## src/rtl/twtb_pkg.sv

```systemverilog
// shared constants, types and helpers of the time window trend buffer
package twtb_pkg;

	localparam int MAX_ROWS = 1024;
	localparam int MAX_COLS = 8;
	localparam int MIN_ROWS = 16;

	localparam int ROW_AW   = $clog2(MAX_ROWS);
	localparam int CNT_W    = $clog2(MAX_ROWS + 1);
	localparam int COL_W    = $clog2(MAX_COLS + 1);
	localparam int VAW      = $clog2(MAX_ROWS * MAX_COLS);
	localparam int TIME_W   = 48;
	localparam int VAL_W    = 32;
	localparam int FRAC_W   = 8;
	localparam int POS_W    = 18;
	localparam int RAT_W    = 16;
	localparam int RSEL_W   = 10;
	localparam int CSEL_W   = 3;
	localparam int HOLD_W   = 11;
	localparam int NCOL_W   = 4;

	typedef enum logic [1:0] {
		CMD_START  = 2'd0,
		CMD_COLUMN = 2'd1,
		CMD_FIND   = 2'd2,
		CMD_READ   = 2'd3
	} cmd_t;

	localparam logic [ROW_AW:0] ROWS_EXT = (ROW_AW + 1)'(MAX_ROWS);

	// ring position of logical row r
	function automatic logic [ROW_AW-1:0] phys_row(input logic [ROW_AW-1:0] base,
			input logic [ROW_AW-1:0] r);
		logic [ROW_AW:0] s;
		s = {1'b0, base} + {1'b0, r};
		if (s >= ROWS_EXT) begin
			s = s - ROWS_EXT;
		end
		return s[ROW_AW-1:0];
	endfunction

endpackage

```

## src/rtl/twtb_div.sv

```systemverilog
// restoring divider for the search ratio, one quotient bit per cycle
module twtb_div import twtb_pkg::*; (
	input  logic              clk,
	input  logic              arst_n,
	input  logic              start,
	input  logic [TIME_W-1:0] num,
	input  logic [TIME_W-1:0] den,
	output logic              done,
	output logic [RAT_W-1:0]  quo
);
	localparam int CW = $clog2(RAT_W + 1);

	logic              busy_q;
	logic              done_q;
	logic [CW-1:0]     cnt_q;
	logic [TIME_W-1:0] rem_q;
	logic [TIME_W-1:0] den_q;
	logic [RAT_W-1:0]  quo_q;
	logic [TIME_W:0]   shifted;

	assign shifted = {rem_q, 1'b0};
	assign done    = done_q;
	assign quo     = quo_q;

	always_ff @(posedge clk or negedge arst_n) begin
		if (!arst_n) begin
			busy_q <= 1'b0;
			done_q <= 1'b0;
			cnt_q  <= '0;
		end else begin
			done_q <= busy_q && !start && (cnt_q == CW'(1));
			if (start) begin
				busy_q <= 1'b1;
				cnt_q  <= CW'(RAT_W);
			end else if (busy_q) begin
				cnt_q <= cnt_q - 1'b1;
				if (cnt_q == CW'(1)) begin
					busy_q <= 1'b0;
				end
			end
		end
	end

	always_ff @(posedge clk) begin
		if (start) begin
			rem_q <= num;
			den_q <= den;
			quo_q <= '0;
		end else if (busy_q) begin
			if (shifted >= {1'b0, den_q}) begin
				rem_q <= TIME_W'(shifted - {1'b0, den_q});
				quo_q <= {quo_q[RAT_W-2:0], 1'b1};
			end else begin
				rem_q <= shifted[TIME_W-1:0];
				quo_q <= {quo_q[RAT_W-2:0], 1'b0};
			end
		end
	end
endmodule

```

## config.mk

```make
export PLATFORM = sky130hd
export DESIGN_NAME = twtb_div
export DESIGN_NICKNAME = d
export VERILOG_FILES = /design/src/rtl/twtb_pkg.sv /design/src/rtl/twtb_div.sv
export SDC_FILE = /design/constraint.sdc
export NUM_CORES = 1
export LEC_CHECK = 0
export BUFFER_PORTS_ARGS = -buffer_cell sky130_fd_sc_hd__buf_2
export CORE_UTILIZATION = 28
export CTS_BUF_LIST = sky130_fd_sc_hd__clkbuf_4
export CTS_CLUSTER_DIAMETER = 40
export DETAILED_ROUTE_END_ITERATION = 6
export PLACE_DENSITY = 0.56
export SETUP_SLACK_MARGIN = 0.5
export SYNTH_ARGS = -nofsm -noshare
export SYNTH_HDL_FRONTEND = slang
export SYNTH_SLANG_ARGS = --single-unit
```

## constraint.sdc

```tcl
create_clock -name clk -period 3.1 [get_ports clk]
set_input_delay 0 -clock clk [delete_from_list [all_inputs] [get_ports clk]]
set_output_delay 0 -clock clk [all_outputs]
set_load 0.01 [all_outputs]
```

# Word level (Yosys, flattened, before mapping)
# Index checks and enable logic that the tools add are counted.
[totals]
reg_bits = 119
latch_bits = 0
mem_bits_rw = 0
rom_bits = 0
out_inout_bits = 17
memories = 0
[classes]
add_sub_neg = 2
mul = 0
div = 0
n_lt_le_gt_ge = 1
eq_ne = 1
shift = 0
mux = 9
n_bitwise = 0
n_reduce_logical = 4
[ops]
columns = ["operator", "n"]
rows = [
  ["two-way mux 48 bit", 3],
  ["greater-or-equal comparator 49 x 48 -> 1 bit", 1],
  ["subtractor 48 bit", 1],
  ["two-way mux 5 bit", 2],
  ["equality test 5 x 1 -> 1 bit, second input constant", 1],
  ["subtractor 5 x 1 -> 5 bit, second input constant", 1],
  ["two-way mux 1 bit", 4],
  ["logical AND 1 bit", 2],
  ["nonzero test 2 bit", 1],
  ["logical NOT 1 bit", 1],
]

# Logic depth before layout (Yosys ltp)
# Gate-level depths: netlist (run 1).
[depth]
word_depth = 4
ltp_mapped = 14
ltp_nobuf = 11

# Worst setup path after synthesis (run 1)
# No wires, ideal clock.
[synth_timing]
kind = "register to register"
startpoint = "register rem_q[10]"
endpoint = "register rem_q[28], data pin"
arrival_ns = 2.874
slack_ns = -0.033
stages_incl_launch_ff = 13
cell_sequence = "edfxtp_1 -> ha_1 -> buf_2 -> nand4_1 -> or3_1 -> o21ai_2 -> o21ai_4 -> o31ai_4 -> a41o_1 -> buf_6 -> buf_8 -> mux2_4 -> mux2_2"
[synth_between]
elab_chain_len = 4
[synth_rtl]
columns = ["element", "line", "rtl"]
rows = [
  ["start, declared", "twtb_div.sv:16", "logic [TIME_W-1:0] rem_q;"],
  ["start signal, assigned", "twtb_div.sv:46", "rem_q <= num;"],
  ["start signal, assigned", "twtb_div.sv:51", "rem_q <= TIME_W'(shifted - {1'b0, den_q});"],
  ["start signal, assigned", "twtb_div.sv:54", "rem_q <= shifted[TIME_W-1:0];"],
  ["subtractor 48 bit or greater-or-equal comparator 49 x 48 -> 1 bit (tied branches)", "twtb_div.sv:51, twtb_div.sv:50", ""],
  ["two-way mux 48 bit *", "twtb_div.sv:50", "if (shifted >= {1'b0, den_q}) begin"],
  ["two-way mux 48 bit *", "twtb_div.sv:49", "end else if (busy_q) begin"],
  ["two-way mux 48 bit *", "twtb_div.sv:45", "if (start) begin"],
]
# Every way passes the cells marked *; elsewhere a longest branch is shown, timed or not. The select of a mux whose other input is x is not followed.
# A chain may end at the register's enable or synchronous reset.

# Worst setup path after layout (run 1)
[layout_timing]
startpoint = "register rem_q[9]"
endpoint = "register rem_q[24], data pin"
# The elaborated chain is that of the path after synthesis.

==> impl_metrics.env, run 1 <==
export IMPL_placedCellCount=1348
export IMPL_synth_net_count=932
export IMPL_yosys_area_share_simple=0.129
export IMPL_initial_core_util=0.286
export IMPL_setup_viol=36
export IMPL_clockBufferDepth=2
export IMPL_period_needed_ns=3.19
export IMPL_min_path_type="input pin to flip-flop"
export IMPL_p_leak_nw=5.27
export IMPL_synth_edff_count=96
export IMPL_design_area_um2=12100
export IMPL_grt_use_total=0.157
export IMPL_nFillCells=2811
export IMPL_synthToLayoutAreaGrowth_pct=47.6
export IMPL_rsz0062_at_grt="true"
export IMPL_die_h_um=173
export IMPL_yosys_area_share_xor_xnor=0.0490
export IMPL_firstDrtPassIters=5
export IMPL_fmax_mhz=314
export IMPL_critical_path_cell_chain="ha_4 > nand4_1 > or3_4 > o21ai_4 > o21ai_4 > o31ai_4 > a41o_4 > buf_12 > mux2_4 > mux2_2"
export IMPL_synth_seq_area_share=0.411
export IMPL_power_internal_mw=7.36
export IMPL_layout_commonest_cell="buf_2"
export IMPL_status="finished, violations left"
export IMPL_crit_top_cell="o21ai_4"
export IMPL_path_max_fanout=8
export IMPL_required_ns=3.41
export IMPL_relSlewSlack=0.536
export IMPL_wire_per_inst_um=15.7
export IMPL_finalClockSkew_ns=0.0348
export IMPL_power_switching_mw=4.68
export IMPL_fin_nets=1266
export IMPL_most_common_layout_cells="114 x buf_2, 113 x buf_4, 100 x dlygate4sd3_1, 96 x edfxtp_1, 63 x inv_1"
export IMPL_dieWidth_um=173
export IMPL_crit_arrival_ns=3.50
export IMPL_wl_um=23700
export IMPL_worst_slack_ns=-0.0866
export IMPL_drive_above_1_share=0.385
export IMPL_hpwl_um=16300
export IMPL_postLayoutCoreUtil=0.422
export IMPL_violations="setup timing"
export IMPL_port_buffers=115
export IMPL_root_buffer="clkbuf_4"
export IMPL_netlist_area_um2=8220
export IMPL_clkSinkCount=119
export IMPL_grt_pass1_vias=7135
export IMPL_hold_ws_ns=0.125
export IMPL_synth_area_mux_share=0.118
export IMPL_synthFlopType="edfxtp_1"
export IMPL_io_pins=116
export IMPL_stdcell_count=1514
export IMPL_grt_overflow=0
export IMPL_cts_tree="yes"
export IMPL_dpl_cell_area_um2=9910
export IMPL_maxCapViolations=0
export IMPL_grt_pass1_wl_um=37500
export IMPL_fin_crit_sh=1.03
export IMPL_cp_end_kind="flip-flop"
export IMPL_fp_row_count=62
export IMPL_synth_adder_area_share=0.0785
export IMPL_switching_share=0.389
export IMPL_numCtsBuffers=17
export IMPL_async_reset_ff_frac=0.0588
export IMPL_setup_worst_path_class="flip-flop to flip-flop"
export IMPL_dr_first_iter_drc_count=339
export IMPL_pwr_density_cell_nw_per_um2=993
export IMPL_synth_top_family_by_area="compound AO/OA/AOI/OAI gates"
export IMPL_synth_seq_cells=119
export IMPL_globalplace_congestion=0.858
export IMPL_grt_max_degree=60
export IMPL_die_area_um2=30100
export IMPL_slew_viol_final=0
export IMPL_p_total_mw=12.0
export IMPL_max_stage_delay_ns=0.46
export IMPL_path_buf_inv=1
export IMPL_ir_worst_vdd_mv=0.352
export IMPL_netlist_instances=782
export IMPL_yosys_warnings=0
export IMPL_synth_compound_gate_area_share=0.156
export IMPL_p_comb_frac=0.675
export IMPL_critPathLaunchType="flip-flop"
export IMPL_seq_power_share=0.216
export IMPL_htree_levels=4
export IMPL_synth_distinct_cells=70
export IMPL_timing_final_hold_violations=0
export IMPL_clk_latency_ns=0.58
export IMPL_ant_nets=0
export IMPL_coreArea_um2=28800
export IMPL_path_delay_family="compound AO/OA/AOI/OAI gates"
export IMPL_antenna_found_initial=1
export IMPL_pwr_share_clk=0.109
export IMPL_vias=7029
export IMPL_via_per_inst=4.64
export IMPL_avgSynthCellArea_um2=10.5
export IMPL_worstMarginPinSlew_ns=0.696
export IMPL_drc_errors=0
export IMPL_path_clk_slew_ns=0.15
export IMPL_cpMaxStageDelayCell="edfxtp_1"
-- worst reg2reg max path: cells and delay by family (launching register included) --
kind	cells	cell delay [ns]
mux	2	0.57
buf+inv	1	0.18
compound gates	4	0.87
fa+ha+maj	1	0.32
flops	1	0.46
simple gates	2	0.52
-- cell families after synthesis --
kind of cell | after synthesis
adders and majority gates | 51
DFF | 119
muxes | 79
and+or+nand+nor | 205
buffers and inverters | 101
AOI/OAI and AO/OA | 181
xor gates and xnor gates | 46
-- routing by layer --
layer / GRT usage / wire, µm
met5: 0 / 0
met4: 0.0383 / 329
met1: 0.209 / 11400
met3: 0.0285 / 705
met2: 0.261 / 11300
-- final cells by class --
class	instances	area [µm²]	area share
well taps	384	480	0.0396
multi-input cells	563	4960	0.409
inverters	63	236	0.0195
diodes	1	2.50	0.000206
flip-flops and latches	119	3380	0.278
clock inverters	15	188	0.0155
repair buffers	352	2760	0.228
clock buffers	17	128	0.0105
-- timing repair --
action / in CTS / in global routing
setup endpoints to repair: 49 / 49
setup buffers: 18 / 12
endpoints found under the hold margin: 109 / 0
gates cloned: 0 / 3
pin swaps: 35 / 18
resized for setup: 71 / 44
hold buffers: 100 / 0
-- sequential cells by signal, summed over array words and instances, names as in the netlist --
register,flops
busy_q,1
cnt_q,5
den_q,48
done,1
quo,16
rem_q,48
-- cells in the mapped netlist (6+ instances only) --
cell,count,area (µm²)
ha_1,50,626
dfrtp_1,7,175
or2_2,6,37.5
inv_1,63,236
nand2_1,40,150
a31oi_1,10,62.6
clkbuf_1,21,78.8
a221o_1,9,90.1
o21a_1,6,45.0
mux2_4,28,420
o21ai_0,27,135
a21oi_1,44,220
nand2b_1,11,68.8
a21o_1,19,143
nor3b_1,11,82.6
xor2_1,13,114
nor3_1,12,60.1
nor2_1,56,210
dfxtp_1,16,320
nand4_1,20,125
nor2b_1,9,56.3
mux2i_1,18,180
buf_6,7,78.8
mux2_2,33,372
o21ai_1,8,40.0
a211oi_1,6,45.0
o21bai_1,8,60.1
edfxtp_1,96,2880
nand3_1,11,55.1
xnor2_1,33,289
-- power groups by stage --
stage                     logic, mW  registers (mW)  clock network [mW]
after floorplan                4.83            2.49                   0
after global placement         6.69            2.56                   0
after detailed placement       6.73            2.57                   0
after CTS                      7.55            2.58                1.37
after global routing           8.79            2.66                1.42
final                          8.13            2.60                1.31
-- per-stage QoR --
stage | setup TNS, ns | setup WS [ns]
after floorplan | -0.0515 | -0.00644
after global placement | -4.53 | -0.176
after detailed placement | -4.66 | -0.137
after CTS | -0.465 | -0.0581
after global routing | -6.46 | -0.196
final | -1.86 | -0.0866
-- worst paths after layout --
path | slack [ns] | depth (start not counted) | from | endpoint
worst min register to register | 0.50 | 2 | quo[15] | quo[15]
worst max-delay path | -0.09 | 10 | rem_q[9] | rem_q[24]
worst max register to register | -0.09 | 10 | rem_q[9] | rem_q[24]
worst min-delay path | 0.13 | 2 | den[44] | den_q[44]
max in group asynchronous | 2.46 | 3 | arst_n | done
min in group asynchronous | 0.36 | 3 | arst_n | cnt_q[4]
Note: power is estimated with default switching activity, not from simulation.
==> run 2, diff against run 1 <==
--- a/config.mk
+++ b/config.mk
@@ -6,11 +6,11 @@
 export NUM_CORES = 1
 export LEC_CHECK = 0
 export BUFFER_PORTS_ARGS = -buffer_cell sky130_fd_sc_hd__buf_2
-export CORE_UTILIZATION = 28
+export CORE_UTILIZATION = 45
 export CTS_BUF_LIST = sky130_fd_sc_hd__clkbuf_4
 export CTS_CLUSTER_DIAMETER = 40
 export DETAILED_ROUTE_END_ITERATION = 6
-export PLACE_DENSITY = 0.56
+export PLACE_DENSITY = 0.78
 export SETUP_SLACK_MARGIN = 0.5
 export SYNTH_ARGS = -nofsm -noshare
 export SYNTH_HDL_FRONTEND = slang
==> run 2 against run 1 <==
The run still ends with setup timing left. Design area decreased by 5.4%. Clock-buffer cell count increased by 1. Highest routed layer unchanged. Critical path type unchanged. Critical path depth increased by 3. Cell count decreased by 12%. Clock skew decreased by 0.0039 ns. Clock power decreased by 11%. Routed wire length decreased by 8.2%. Fmax increased by 0.12%. First-iteration DRC count increased by 17%.
==> impl_metrics.env, run 2 (synthesized netlist as in run 1, its figures left out) <==
export IMPL_hpwl_um=14600
export IMPL_hold_ws_ns=0.106
export IMPL_design_area_um2=11500
export IMPL_globalplace_congestion=0.938
export IMPL_worstMarginPinSlew_ns=0.811
export IMPL_status="finished, violations left"
export IMPL_most_common_layout_cells="114 x buf_2, 108 x buf_4, 99 x dlygate4sd3_1, 96 x edfxtp_1, 59 x inv_1"
export IMPL_root_buffer="clkbuf_4"
export IMPL_grt_max_degree=70
export IMPL_min_path_type="input pin to flip-flop"
export IMPL_numCtsBuffers=17
export IMPL_fin_crit_sh=1.03
export IMPL_dieWidth_um=137
export IMPL_maxCapViolations=0
export IMPL_via_per_inst=5.36
export IMPL_synthToLayoutAreaGrowth_pct=39.7
export IMPL_nFillCells=1379
export IMPL_finalClockSkew_ns=0.0309
export IMPL_required_ns=3.42
export IMPL_crit_arrival_ns=3.50
export IMPL_die_h_um=137
export IMPL_layout_commonest_cell="buf_2"
export IMPL_p_leak_nw=5.11
export IMPL_fp_row_count=49
export IMPL_cp_end_kind="flip-flop"
export IMPL_htree_levels=4
export IMPL_io_pins=116
export IMPL_multiInputGateArea_um2=4780
export IMPL_clkSinkCount=119
export IMPL_path_max_fanout=10
export IMPL_fin_nets=1244
export IMPL_dr_first_iter_drc_count=397
export IMPL_postLayoutCoreUtil=0.639
export IMPL_grt_pass1_wl_um=33800
export IMPL_ant_nets=0
export IMPL_vias=7160
export IMPL_drive_above_1_share=0.362
export IMPL_drc_errors=0
export IMPL_max_stage_delay_ns=0.45
export IMPL_setup_viol=30
export IMPL_dpl_worst_slack_ns=-0.128
export IMPL_relSlewSlack=0.459
export IMPL_grt_use_total=0.235
export IMPL_grt_pass1_vias=7112
export IMPL_timing_final_hold_violations=0
export IMPL_pwr_density_cell_nw_per_um2=990
export IMPL_seqCellArea_um2=3380
export IMPL_period_needed_ns=3.18
export IMPL_wire_per_inst_um=16.3
export IMPL_critPathLaunchType="flip-flop"
export IMPL_wl_um=21800
export IMPL_port_buffers=115
export IMPL_initial_core_util=0.458
export IMPL_worst_slack_ns=-0.0828
export IMPL_die_area_um2=18800
export IMPL_coreArea_um2=18000
export IMPL_fmax_mhz=314
export IMPL_setup_worst_path_class="flip-flop to flip-flop"
export IMPL_cts_tree="yes"
export IMPL_num_antenna_cells=0
export IMPL_ir_worst_vdd_mv=0.461
export IMPL_grt_overflow=0
export IMPL_violations="setup timing"
export IMPL_firstDrtPassIters=5
export IMPL_critical_path_cell_chain="ha_4 > buf_4 > a21oi_1 > buf_4 > nor3_1 > nor2_1 > o21ai_4 > o21ai_4 > o31ai_4 > a41o_4 > buf_12 > mux2_4 > mux2_2"
export IMPL_slew_viol_final=0
export IMPL_rsz0062_at_grt="true"
export IMPL_dpl_cell_area_um2=9620
export IMPL_antenna_found_initial=0
export IMPL_cpMaxStageDelayCell="edfxtp_1"
export IMPL_clk_latency_ns=0.59
export IMPL_clockBufferDepth=2
export IMPL_path_clk_slew_ns=0.13
run 2: cell types whose count changed in the layout (fill, tap and decap cells not counted), moves of 5 or more:
cell and delta:
buf_4 -5, buf_6 -15, ha_4 -8, inv_2 +5
run 2: final cells by class:
cell class | count | area share
clock buffers | 18 | 0.0118
clock inverters | 14 | 0.0129
flip-flops and latches | 119 | 0.294
multi-input cells | 563 | 0.416
well taps | 229 | 0.0249
inverters | 63 | 0.0206
repair buffers | 330 | 0.220
run 2: timing repair:
action	CTS	global route
pin swaps	22	19
cloned	1	1
endpoints found under the setup margin	49	49
endpoints found under the hold margin	114	0
resized for setup	37	39
setup buffers	16	7
hold buffers	99	0
run 2: path summary, 6_finish.rpt:
| path | startpoint | end | slack [ns] | cells past startpoint |
|---|---|---|---|---|
| max in group asynchronous | arst_n | cnt_q[2] | 2.50 | 3 |
| worst max-delay path | rem_q[5] | rem_q[24] | -0.08 | 13 |
| worst min-delay path | den[18] | den_q[18] | 0.11 | 2 |
| worst max register to register | rem_q[5] | rem_q[24] | -0.08 | 13 |
| min in group asynchronous | arst_n | done | 0.35 | 3 |
| worst min register to register | quo[15] | quo[15] | 0.51 | 2 |
run 2: worst max-delay path, delay by kind of cell (launching register included):
kind / cells / cell delay, ns
fa+ha+maj: 1 / 0.32
compound gates: 5 / 0.84
simple gates: 2 / 0.34
buf+inv: 3 / 0.42
mux: 2 / 0.55
flops: 1 / 0.45
run 2: report_power, final:
group          switching (mW)  internal (mW)
combinational            3.51           4.09
sequential              0.302           2.30
clock                   0.674          0.494
run 2: per-stage QoR:
step                      power (mW)  instances  TNS (ns)
final                           11.4       1336     -1.73
after CTS                       10.9       1328    -0.292
after global routing            12.1       1336     -5.47
after floorplan                 7.32        782   -0.0515
after global placement          8.97       1180     -2.02
after detailed placement        9.10       1180     -3.34
run 2: metal layers:
layer  vias up  global-route usage  part of all wire
li1       3506                   -                 -
met1      3446               0.291              0.45
met2       163               0.401              0.49
met3        45              0.0493             0.039
met4         0              0.0849             0.023
met5         -                   0                 0
==> run 3, diff against run 2 <==
--- a/config.mk
+++ b/config.mk
@@ -6,11 +6,11 @@
 export NUM_CORES = 1
 export LEC_CHECK = 0
 export BUFFER_PORTS_ARGS = -buffer_cell sky130_fd_sc_hd__buf_2
-export CORE_UTILIZATION = 45
+export CORE_UTILIZATION = 54
 export CTS_BUF_LIST = sky130_fd_sc_hd__clkbuf_4
 export CTS_CLUSTER_DIAMETER = 40
 export DETAILED_ROUTE_END_ITERATION = 6
-export PLACE_DENSITY = 0.78
+export PLACE_DENSITY = 0.89
 export SETUP_SLACK_MARGIN = 0.5
 export SYNTH_ARGS = -nofsm -noshare
 export SYNTH_HDL_FRONTEND = slang
==> run 3 against run 2 <==
The flow finishes with violations (DRC, setup timing). Clock-buffer cell count shrank 1. Largest cell class unchanged. First-iteration DRC count grew 140%. Cell count shrank 3.2%. Via count grew 14%. Die area shrank 16%. Utilization grew 15 points. Routed wire length grew 27%. Clock power grew 3%. Combinational power grew 11%.
==> impl_metrics.env, run 3 (synthesized netlist as in run 1, its figures left out) <==
export IMPL_p_leak_nw=5.16
export IMPL_slew_viol_final=0
export IMPL_via_per_inst=6.31
export IMPL_nFillCells=817
export IMPL_synthToLayoutAreaGrowth_pct=40.7
export IMPL_cts_tree="yes"
export IMPL_ant_nets=0
export IMPL_wire_per_inst_um=21.4
export IMPL_violations="DRC, setup timing"
export IMPL_required_ns=3.43
export IMPL_clockBufferDepth=2
export IMPL_clkSinkCount=119
export IMPL_initial_core_util=0.559
export IMPL_clk_latency_ns=0.59
export IMPL_finalClockSkew_ns=0.0392
export IMPL_dieWidth_um=125
export IMPL_root_buffer="clkbuf_4"
export IMPL_postLayoutCoreUtil=0.787
export IMPL_ir_worst_vdd_mv=0.609
export IMPL_cpMaxStageDelayCell="edfxtp_1"
export IMPL_path_delay_family="simple AND/OR/NAND/NOR gates"
export IMPL_globalplace_congestion=0.921
export IMPL_pwr_density_cell_nw_per_um2=1060
export IMPL_coreArea_um2=14700
export IMPL_port_buffers=115
export IMPL_status="finished, violations left"
export IMPL_critPathLaunchType="flip-flop"
export IMPL_relSlewSlack=0.559
export IMPL_dr_first_iter_drc_count=954
export IMPL_max_stage_delay_ns=0.46
export IMPL_layout_commonest_cell="buf_2"
export IMPL_worstMarginPinSlew_ns=0.661
export IMPL_path_depth=12
export IMPL_fin_crit_sh=1.10
export IMPL_grt_use_total=0.329
export IMPL_drc_errors=26
export IMPL_die_h_um=125
export IMPL_path_max_fanout=8
export IMPL_grt_pass1_wl_um=40100
export IMPL_crit_arrival_ns=3.73
export IMPL_numCtsBuffers=17
export IMPL_cp_end_kind="flip-flop"
export IMPL_timing_final_hold_violations=0
export IMPL_antenna_found_initial=1
export IMPL_wl_um=27700
export IMPL_die_area_um2=15700
export IMPL_rsz0062_at_grt="true"
export IMPL_min_path_type="input pin to flip-flop"
export IMPL_p_total_mw=12.3
export IMPL_vias=8163
export IMPL_r2r_cells=12
export IMPL_hold_depth=2
export IMPL_hold_ws_ns=0.130
export IMPL_firstDrtPassIters=7
export IMPL_r2r_slack_ns=-0.30
export IMPL_fmax_mhz=294
export IMPL_io_pins=116
export IMPL_critical_path_cell_chain="ha_4 > nand4_1 > nor2_2 > nand4_1 > buf_4 > buf_6 > buf_6 > o211ai_1 > a41o_4 > clkbuf_16 > mux2_4 > mux2_2"
export IMPL_grt_pass1_vias=7922
export IMPL_grt_max_degree=47
export IMPL_drive_above_1_share=0.366
export IMPL_fp_row_count=44
export IMPL_period_needed_ns=3.40
export IMPL_path_clk_slew_ns=0.13
export IMPL_setup_viol=47
export IMPL_grt_overflow=0
export IMPL_setup_worst_path_class="flip-flop to flip-flop"
export IMPL_fin_nets=1245
export IMPL_hpwl_um=14500
export IMPL_path_buf_inv=4
export IMPL_htree_levels=4
export IMPL_worst_slack_ns=-0.300
export IMPL_maxCapViolations=0
export IMPL_most_common_layout_cells="114 x buf_2, 99 x dlygate4sd3_1, 99 x buf_4, 96 x edfxtp_1, 61 x inv_1"
run 3: through the flow:
stage,std cells,cell area (µm²),setup WS [ns],TNS [ns]
final,1293,11600,-0.300,-10.69
after global routing,1293,11600,-0.443,-17.87
after CTS,1281,11300,-0.0463,-0.626
after detailed placement,1121,9430,-0.168,-5.39
after global placement,1121,9430,-0.0812,-1.29
after floorplan,782,8260,-0.00644,-0.0515
run 3: worst paths after layout:
path / from / endpoint
setup / recovery: rem_q[12] / rem_q[11]
hold / removal: den[20] / den_q[20]
setup reg to reg: rem_q[12] / rem_q[11]
hold reg to reg: quo[9] / quo[9]
max in group asynchronous: arst_n / cnt_q[1]
min in group asynchronous: arst_n / done
run 3: report_power, final:
group	leakage [nW]	switching (mW)	internal (mW)
logic	3.80	4.15	4.32
clock network	0.159	0.711	0.497
registers	1.19	0.349	2.30
total	5.16	5.20	7.11
run 3: cell type report:
cell class / instances / area (µm²) / share of cell area
inverter: 63 / 236 / 0.0204
multi-input combinational: 563 / 4830 / 0.418
clock buffer: 17 / 128 / 0.0110
tap: 184 / 230 / 0.0199
clock inverter: 15 / 161 / 0.0139
timing repair buffer: 331 / 2610 / 0.225
antenna: 1 / 2.50 / 0.000216
sequential: 119 / 3380 / 0.292
run 3: timing repair:
action,CTS,global route
endpoints found under the hold margin,120,0
endpoints found under the setup margin,49,49
buffers inserted,28,8
cloned,1,3
gates resized for setup,66,27
hold buffers,99,0
pin swaps,32,12
run 3: per-layer routing:
metal	track usage	wire length, µm
met5	0	0
met4	0.153	1980
met3	0.0817	2790
met2	0.564	12800
met1	0.389	10200
